**config.mk**
```make
export PLATFORM = sky130hd
export DESIGN_NAME = ring_buffer_deque_core
export DESIGN_NICKNAME = d
export VERILOG_FILES = /design/src/rtl/core/rbd_pkg.sv /design/src/rtl/core/ring_buffer_deque_core.sv /design/src/rtl/core/rbd_ctrl.sv /design/src/rtl/core/rbd_datapath.sv
export SDC_FILE = /design/constraint.sdc
export NUM_CORES = 1
export LEC_CHECK = 0
export BUFFER_PORTS_ARGS = -buffer_cell sky130_fd_sc_hd__buf_2
export CAP_MARGIN = 20
export CORE_MARGIN = 2
export CORE_UTILIZATION = 41
export DETAILED_ROUTE_END_ITERATION = 8
export PLACE_DENSITY_LB_ADDON = 0.3
export SKIP_CTS_REPAIR_TIMING = 1
export SYNTH_ARGS = -nofsm -noshare
export SYNTH_HDL_FRONTEND = slang
export SYNTH_SLANG_ARGS = --single-unit
```
**constraint.sdc**
```tcl
create_clock -name clk_i -period 10.3 [get_ports clk_i]
set_clock_uncertainty 0.1 [all_clocks]
set_input_delay 1.03 -clock clk_i [delete_from_list [all_inputs] [get_ports clk_i]]
set_output_delay 1.03 -clock clk_i [all_outputs]
set_load 0.02 [all_outputs]
```
**src/rtl/core/rbd_pkg.sv**
```systemverilog
// Shared types, codes and sizes for the ring buffer deque.
`default_nettype none

package rbd_pkg;

  // Storage geometry.
  localparam int unsigned CAPACITY   = 16;
  localparam int unsigned DATA_WIDTH = 32;
  localparam int unsigned IDX_W      = (CAPACITY > 1) ? $clog2(CAPACITY) : 1;
  localparam int unsigned CNT_W      = $clog2(CAPACITY + 1);

  // Port field widths.
  localparam int unsigned CMD_W    = 2;
  localparam int unsigned VALUE_W  = 32;
  localparam int unsigned STATUS_W = 2;
  localparam int unsigned OCC_W    = 5;

  // Operation codes.
  localparam logic [CMD_W-1:0] CMD_PUSH_FRONT = 2'd0;
  localparam logic [CMD_W-1:0] CMD_PUSH_BACK  = 2'd1;
  localparam logic [CMD_W-1:0] CMD_POP_FRONT  = 2'd2;
  localparam logic [CMD_W-1:0] CMD_POP_BACK   = 2'd3;

  // Result status codes.
  localparam logic [STATUS_W-1:0] STATUS_OK    = 2'd0;
  localparam logic [STATUS_W-1:0] STATUS_FULL  = 2'd1;
  localparam logic [STATUS_W-1:0] STATUS_EMPTY = 2'd2;

  typedef logic [IDX_W-1:0]      idx_t;
  typedef logic [CNT_W-1:0]      cnt_t;
  typedef logic [DATA_WIDTH-1:0] data_t;

  // Commands from the controller to the datapath.
  typedef struct packed {
    logic load;  // capture the operation at an input transfer
    logic exec;  // perform the captured operation on the store
  } rbd_cmd_t;

endpackage

`default_nettype wire

```
**src/rtl/core/ring_buffer_deque_core.sv**
```systemverilog
// Top level of the ring buffer deque: controller and datapath.
`default_nettype none

// Fixed-capacity double-ended queue (16 entries of 32 bits). Start an operation
// by raising start while busy is low; cmd_i selects push front, push back, pop
// front or pop back. Each operation has an execute step against the store, whose
// read port is registered, and a step in which the result is shown. The result
// is on value_out_o, status_o and occupancy_o for exactly one cycle while done_o
// is high, and it cannot be held off, so capture it then. busy is high only
// during the execute step, so a new operation may start in the same cycle that
// the previous result is shown. A rejected push or an empty pop leaves the
// deque unchanged and returns zero data with the matching status.
module ring_buffer_deque_core
  import rbd_pkg::*;
(
  input  wire logic                 clk_i,
  input  wire logic                 rst_ni,
  input  wire logic                 start,
  output logic                      busy,
  input  wire logic [CMD_W-1:0]     cmd_i,
  input  wire logic [VALUE_W-1:0]   value_in_i,
  output logic                      done_o,
  output logic [VALUE_W-1:0]        value_out_o,
  output logic [STATUS_W-1:0]       status_o,
  output logic [OCC_W-1:0]          occupancy_o
);

  rbd_cmd_t dp_cmd;

  // Operation sequencing.
  rbd_ctrl u_ctrl (
    .clk_i  (clk_i),
    .rst_ni (rst_ni),
    .start  (start),
    .busy   (busy),
    .done_o (done_o),
    .cmd_o  (dp_cmd)
  );

  // Storage and pointer arithmetic.
  rbd_datapath u_datapath (
    .clk_i       (clk_i),
    .rst_ni      (rst_ni),
    .cmd_i       (dp_cmd),
    .op_i        (cmd_i),
    .value_in_i  (value_in_i),
    .value_out_o (value_out_o),
    .status_o    (status_o),
    .occupancy_o (occupancy_o)
  );

endmodule

`default_nettype wire

```
**src/rtl/core/rbd_ctrl.sv**
```systemverilog
// Controller state machine that sequences one deque operation at a time.
`default_nettype none

module rbd_ctrl
  import rbd_pkg::*;
(
  input  wire logic     clk_i,
  input  wire logic     rst_ni,
  input  wire logic     start,
  output logic          busy,
  output logic          done_o,
  output rbd_cmd_t      cmd_o
);

  localparam logic [1:0] S_IDLE = 2'd0;
  localparam logic [1:0] S_EXEC = 2'd1;
  localparam logic [1:0] S_RESP = 2'd2;

  logic [1:0] state_q, state_d;
  logic       accept;

  // The store is in use only in the execute state.
  assign busy   = (state_q == S_EXEC);
  assign accept = start && !busy;
  assign done_o = (state_q == S_RESP);

  assign cmd_o.load = accept;
  assign cmd_o.exec = (state_q == S_EXEC);

  // Next state: a new transfer may start while the last result is shown.
  always_comb begin
    state_d = state_q;
    unique case (state_q)
      S_IDLE:  if (accept) state_d = S_EXEC;
      S_EXEC:  state_d = S_RESP;
      S_RESP:  state_d = accept ? S_EXEC : S_IDLE;
      default: state_d = S_IDLE;
    endcase
  end

  always_ff @(posedge clk_i or negedge rst_ni) begin
    if (!rst_ni) begin
      state_q <= S_IDLE;
    end else begin
      state_q <= state_d;
    end
  end

endmodule

`default_nettype wire

```
**src/rtl/core/rbd_datapath.sv**
```systemverilog
// Datapath: circular store, head and tail indices, fill count and result registers.
`default_nettype none

module rbd_datapath
  import rbd_pkg::*;
(
  input  wire logic                 clk_i,
  input  wire logic                 rst_ni,
  input  wire rbd_cmd_t             cmd_i,
  input  wire logic [CMD_W-1:0]     op_i,
  input  wire logic [VALUE_W-1:0]   value_in_i,
  output logic [VALUE_W-1:0]        value_out_o,
  output logic [STATUS_W-1:0]       status_o,
  output logic [OCC_W-1:0]          occupancy_o
);

  data_t              mem [CAPACITY];
  logic [CMD_W-1:0]   op_q;
  data_t              data_q;
  idx_t               head_q, head_d;
  idx_t               tail_q, tail_d;
  cnt_t               fill_q, fill_d;
  logic [STATUS_W-1:0] status_q, status_d;
  logic               pop_ok_q, pop_ok_d;
  data_t              rd_q;
  logic               we, re;
  idx_t               waddr, raddr;
  idx_t               head_dec, head_inc, tail_dec, tail_inc;
  logic               full, empty;

  // Index wrap around the capacity.
  assign head_dec = (head_q == '0) ? idx_t'(CAPACITY - 1) : head_q - idx_t'(1);
  assign head_inc = (head_q == idx_t'(CAPACITY - 1)) ? '0 : head_q + idx_t'(1);
  assign tail_dec = (tail_q == '0) ? idx_t'(CAPACITY - 1) : tail_q - idx_t'(1);
  assign tail_inc = (tail_q == idx_t'(CAPACITY - 1)) ? '0 : tail_q + idx_t'(1);

  assign full  = (fill_q == cnt_t'(CAPACITY));
  assign empty = (fill_q == '0);

  // Operation decode and pointer update.
  always_comb begin
    head_d   = head_q;
    tail_d   = tail_q;
    fill_d   = fill_q;
    status_d = STATUS_OK;
    pop_ok_d = 1'b0;
    we       = 1'b0;
    re       = 1'b0;
    waddr    = tail_q;
    raddr    = head_q;
    unique case (op_q)
      CMD_PUSH_FRONT: begin
        if (full) begin
          status_d = STATUS_FULL;
        end else begin
          we     = 1'b1;
          waddr  = head_dec;
          head_d = head_dec;
          fill_d = fill_q + cnt_t'(1);
        end
      end
      CMD_PUSH_BACK: begin
        if (full) begin
          status_d = STATUS_FULL;
        end else begin
          we     = 1'b1;
          waddr  = tail_q;
          tail_d = tail_inc;
          fill_d = fill_q + cnt_t'(1);
        end
      end
      CMD_POP_FRONT: begin
        if (empty) begin
          status_d = STATUS_EMPTY;
        end else begin
          re       = 1'b1;
          raddr    = head_q;
          pop_ok_d = 1'b1;
          head_d   = head_inc;
          fill_d   = fill_q - cnt_t'(1);
        end
      end
      CMD_POP_BACK: begin
        if (empty) begin
          status_d = STATUS_EMPTY;
        end else begin
          re       = 1'b1;
          raddr    = tail_dec;
          pop_ok_d = 1'b1;
          tail_d   = tail_dec;
          fill_d   = fill_q - cnt_t'(1);
        end
      end
      default: ;
    endcase
  end

  // Operation capture at an input transfer.
  always_ff @(posedge clk_i) begin
    if (cmd_i.load) begin
      op_q   <= op_i;
      data_q <= data_t'(value_in_i);
    end
  end

  // Store with registered read.
  always_ff @(posedge clk_i) begin
    if (cmd_i.exec && we) begin
      mem[waddr] <= data_q;
    end
    if (cmd_i.exec && re) begin
      rd_q <= mem[raddr];
    end
  end

  // Control state and result status.
  always_ff @(posedge clk_i or negedge rst_ni) begin
    if (!rst_ni) begin
      head_q   <= '0;
      tail_q   <= '0;
      fill_q   <= '0;
      status_q <= STATUS_OK;
      pop_ok_q <= 1'b0;
    end else if (cmd_i.exec) begin
      head_q   <= head_d;
      tail_q   <= tail_d;
      fill_q   <= fill_d;
      status_q <= status_d;
      pop_ok_q <= pop_ok_d;
    end
  end

  // Result fields; the popped element is sign-extended to the port width.
  assign value_out_o = pop_ok_q ? VALUE_W'($signed(rd_q)) : '0;
  assign status_o    = status_q;
  assign occupancy_o = OCC_W'(fill_q);

endmodule

`default_nettype wire

```
==> flow_metrics.env <==
export IMPL_status="finished, final reports clean"
export IMPL_wl_per_cell_um=23.5
export IMPL_clk_pin_slew_ns=0.06
export IMPL_crit_fanout=122
export IMPL_synth_area_mm2=0.0239
export IMPL_grt_total_usage_pct=19.3
export IMPL_num_rows=88
export IMPL_hold_class="in -> async"
export IMPL_first_pass_iters=5
export IMPL_grt_pass1_vias=14100
export IMPL_hold_violations=0
export IMPL_antenna_left=0
export IMPL_dieArea_mm2=0.0603
export IMPL_finalNetCount=1709
export IMPL_finalWirelength_um=58300
export IMPL_arrival_ns=4.70
export IMPL_ctsLongestPathBuffers=3
export IMPL_reg2regPathDepth=8
export IMPL_synth_top_area_share_pct=72.6
export IMPL_r2r_start="u_datapath.op_q[1]$_DFFE_PP_"
export IMPL_max_freq_ghz=0.224
export IMPL_antenna_found_initial=0
export IMPL_die_w_um=246
export IMPL_dp_slack_ns=5.94
export IMPL_synthCells=1624
export IMPL_path_class="reg -> reg"
export IMPL_synth_top_area_cell="edfxtp_1"
export IMPL_final_setup_tns_ns=0
export IMPL_grt_overflow_total=0
export IMPL_crit_path_start="u_datapath.op_q[1]$_DFFE_PP_"
export IMPL_yosysWarnings=0
export IMPL_ys_seq_elements=596
export IMPL_drv_slew=0
export IMPL_num_io_pins=78
export IMPL_grt_first_pass_wirelength_um=88300
export IMPL_total_power_mw=7.36
export IMPL_via_per_inst=5.79
export IMPL_cts_root_buf="clkbuf_16"
export IMPL_cts_tree="done"
export IMPL_finalSetupViolCount=0
export IMPL_io_buffers=77
export IMPL_syn_to_final_growth_pct=12.7
export IMPL_num_vias=14400
export IMPL_drv_cap=0
export IMPL_vdd_ir_drop_max_mv=0.196
export IMPL_layout_min_cycle_time_ns=4.47
export IMPL_synth_area_leaders="edfxtp_1 (73%), nand2_1 (3.3%), a32o_1 (2.7%)"
export IMPL_cp_required_ns=10.53
export IMPL_ys_seq_area_share_pct=74.5
export IMPL_syn_nets=1669
export IMPL_clk_latency_ns=0.61
export IMPL_p_per_area_mw_per_mm2=273
export IMPL_dp_cells=2367
export IMPL_drc=0
export IMPL_coreArea_mm2=0.0577
export IMPL_drive_gt1_share_pct=13.5
export IMPL_grt_max_degree=123
export IMPL_fin_ws_ns=5.83
export IMPL_relSlewSlack_pct=36.6
export IMPL_crit_path_end_kind="register"
export IMPL_synthArstFlopShare_pct=3.02
export IMPL_synth_ff_type="edfxtp_1"
export IMPL_avgSynthCellArea_um2=14.7
export IMPL_synth_cell_types=52
export IMPL_die_y_um=246
export IMPL_dpl_hpwl_um=30100
export IMPL_drtIter0Drc=1587
export IMPL_start_kind="register"
export IMPL_fillerInstances=5026
export IMPL_tightest_slew_ns=0.949
export IMPL_rsz0062_at_grt="false"
export IMPL_fin_cells=2478
export IMPL_place_gp_congestion=0.746
export IMPL_clock_sinks=596
export IMPL_p_leak_nw=9.02
export IMPL_n_antenna_cell=0
export IMPL_htree_levels=2
export IMPL_synth_edff_count=578
export IMPL_finalCritPeriodShare_pct=43.4
export IMPL_cts_buffers=58
export IMPL_start_util_pct=41.5
[power breakdown]
part           internal, mW  switching, mW  leakage (nW)
Clock                  1.20          0.891         0.917
Combinational         0.783           1.51          2.66
Sequential             2.85          0.122          5.45
[path summary, 6_finish.rpt]
kind	end	slack, ns
min in group clk_i	u_ctrl.state_q[0]$_DFFE_PN0P_	0.36
worst min-delay path	u_datapath.tail_q[0]$_DFFE_PN0P_	0.24
worst max-delay path	u_datapath.rd_q[2]$_DFFE_PP_	5.83
worst min register to register	u_ctrl.state_q[0]$_DFFE_PN0P_	0.36
max in group asynchronous	u_ctrl.state_q[0]$_DFFE_PN0P_	9.56
worst max register to register	u_datapath.rd_q[2]$_DFFE_PP_	5.83
[sequential cells by signal (all words and copies together), names as in the netlist]
register                count
u_datapath.op_q             2
u_datapath.status_o         2
u_datapath.data_q          32
u_datapath.head_q           4
u_datapath.pop_ok_q         1
u_ctrl.state_q              2
u_datapath.mem            512
u_datapath.rd_q            32
u_datapath.tail_q           4
u_datapath.occupancy_o      5
[cells in the mapped netlist (all sizes together), types with 3 or more instances]
master    n
edfxtp  578
nand2   212
nand3   100
buf      82
o21ai    81
a21oi    75
and3     65
a211o    64
a32o     64
clkbuf   50
a31oi    35
and2     34
a32oi    33
o221ai   32
nor2     28
dfrtp    18
inv      15
xnor2     9
ha        7
a21o      4
mux2i     4
o31ai     4
nand2b    3
o211ai    3
xor2      3
[stage by stage]
stage	hold slack, ns	utilization (%)	area, µm²
2_1_floorplan	0.326	-	23900
3_3_place_gp	0.339	43.4	25000
3_5_place_dp	0.351	43.4	25000
4_1_cts	0.224	46.7	26900
5_1_grt	0.249	46.7	27000
6_report	0.243	46.7	27000
[logic make-up after synthesis]
group / share of synthesized area, %
flip-flops: 74.5
AND/OR/NAND/NOR: 8.78
AO/OA/AOI/OAI: 12.4
buffers and inverters: 3.15
XOR/XNOR: 0.440
adder cells (fa/ha/maj): 0.450
multiplexers: 0.277
[placed cells by master, fill, tap and decap left out, types with 4 or more instances in the layout]
cell type	count
ha_1	7
nand2_1	211
inv_1	15
nor2_1	10
clkinv_2	13
clkinv_1	12
mux2i_1	4
a32oi_1	32
and2_1	33
a211o_1	64
a32o_1	64
clkbuf_16	61
edfxtp_1	578
dfrtp_1	18
nand3_1	100
a21o_1	4
a21oi_1	74
a31oi_1	34
buf_2	78
o21ai_0	79
nor2_4	18
xnor2_1	9
and3_1	65
bufinv_16	5
clkbuf_1	14
o221ai_1	30
buf_4	33
[final cells by class]
type | instances | area [µm²] | share of cell area, %
clock buffer | 75 | 1580 | 5.86
clock inverter | 34 | 293 | 1.09
inverter | 15 | 56.3 | 0.209
multi-input combinational | 881 | 5590 | 20.8
sequential | 596 | 17800 | 66.1
tap | 765 | 957 | 3.55
timing repair buffer | 112 | 666 | 2.47
[worst max-delay path, stage by stage, from the launching register on]
cell and delay (ns):
edfxtp_1 0.85, nand2_1 0.31, a2bb2oi_4 0.21, buf_4 0.56, nand2_8 0.55, buf_4 0.63
a211o_1 0.38, a32oi_1 0.21, o221ai_1 0.13
[metal layers]
layer  vias up  global-route usage (%)  routed length, µm  part of all wire [%]
li1       6437                       -                  -                     -
met1      7303                    28.2              26200                    45
met2       540                    30.3              27500                    47
met3        77                    2.98               3650                   6.3
met4         0                    4.83               1050                   1.8
met5         -                       0                  0                     0
Power figures use the tool's default switching activity.
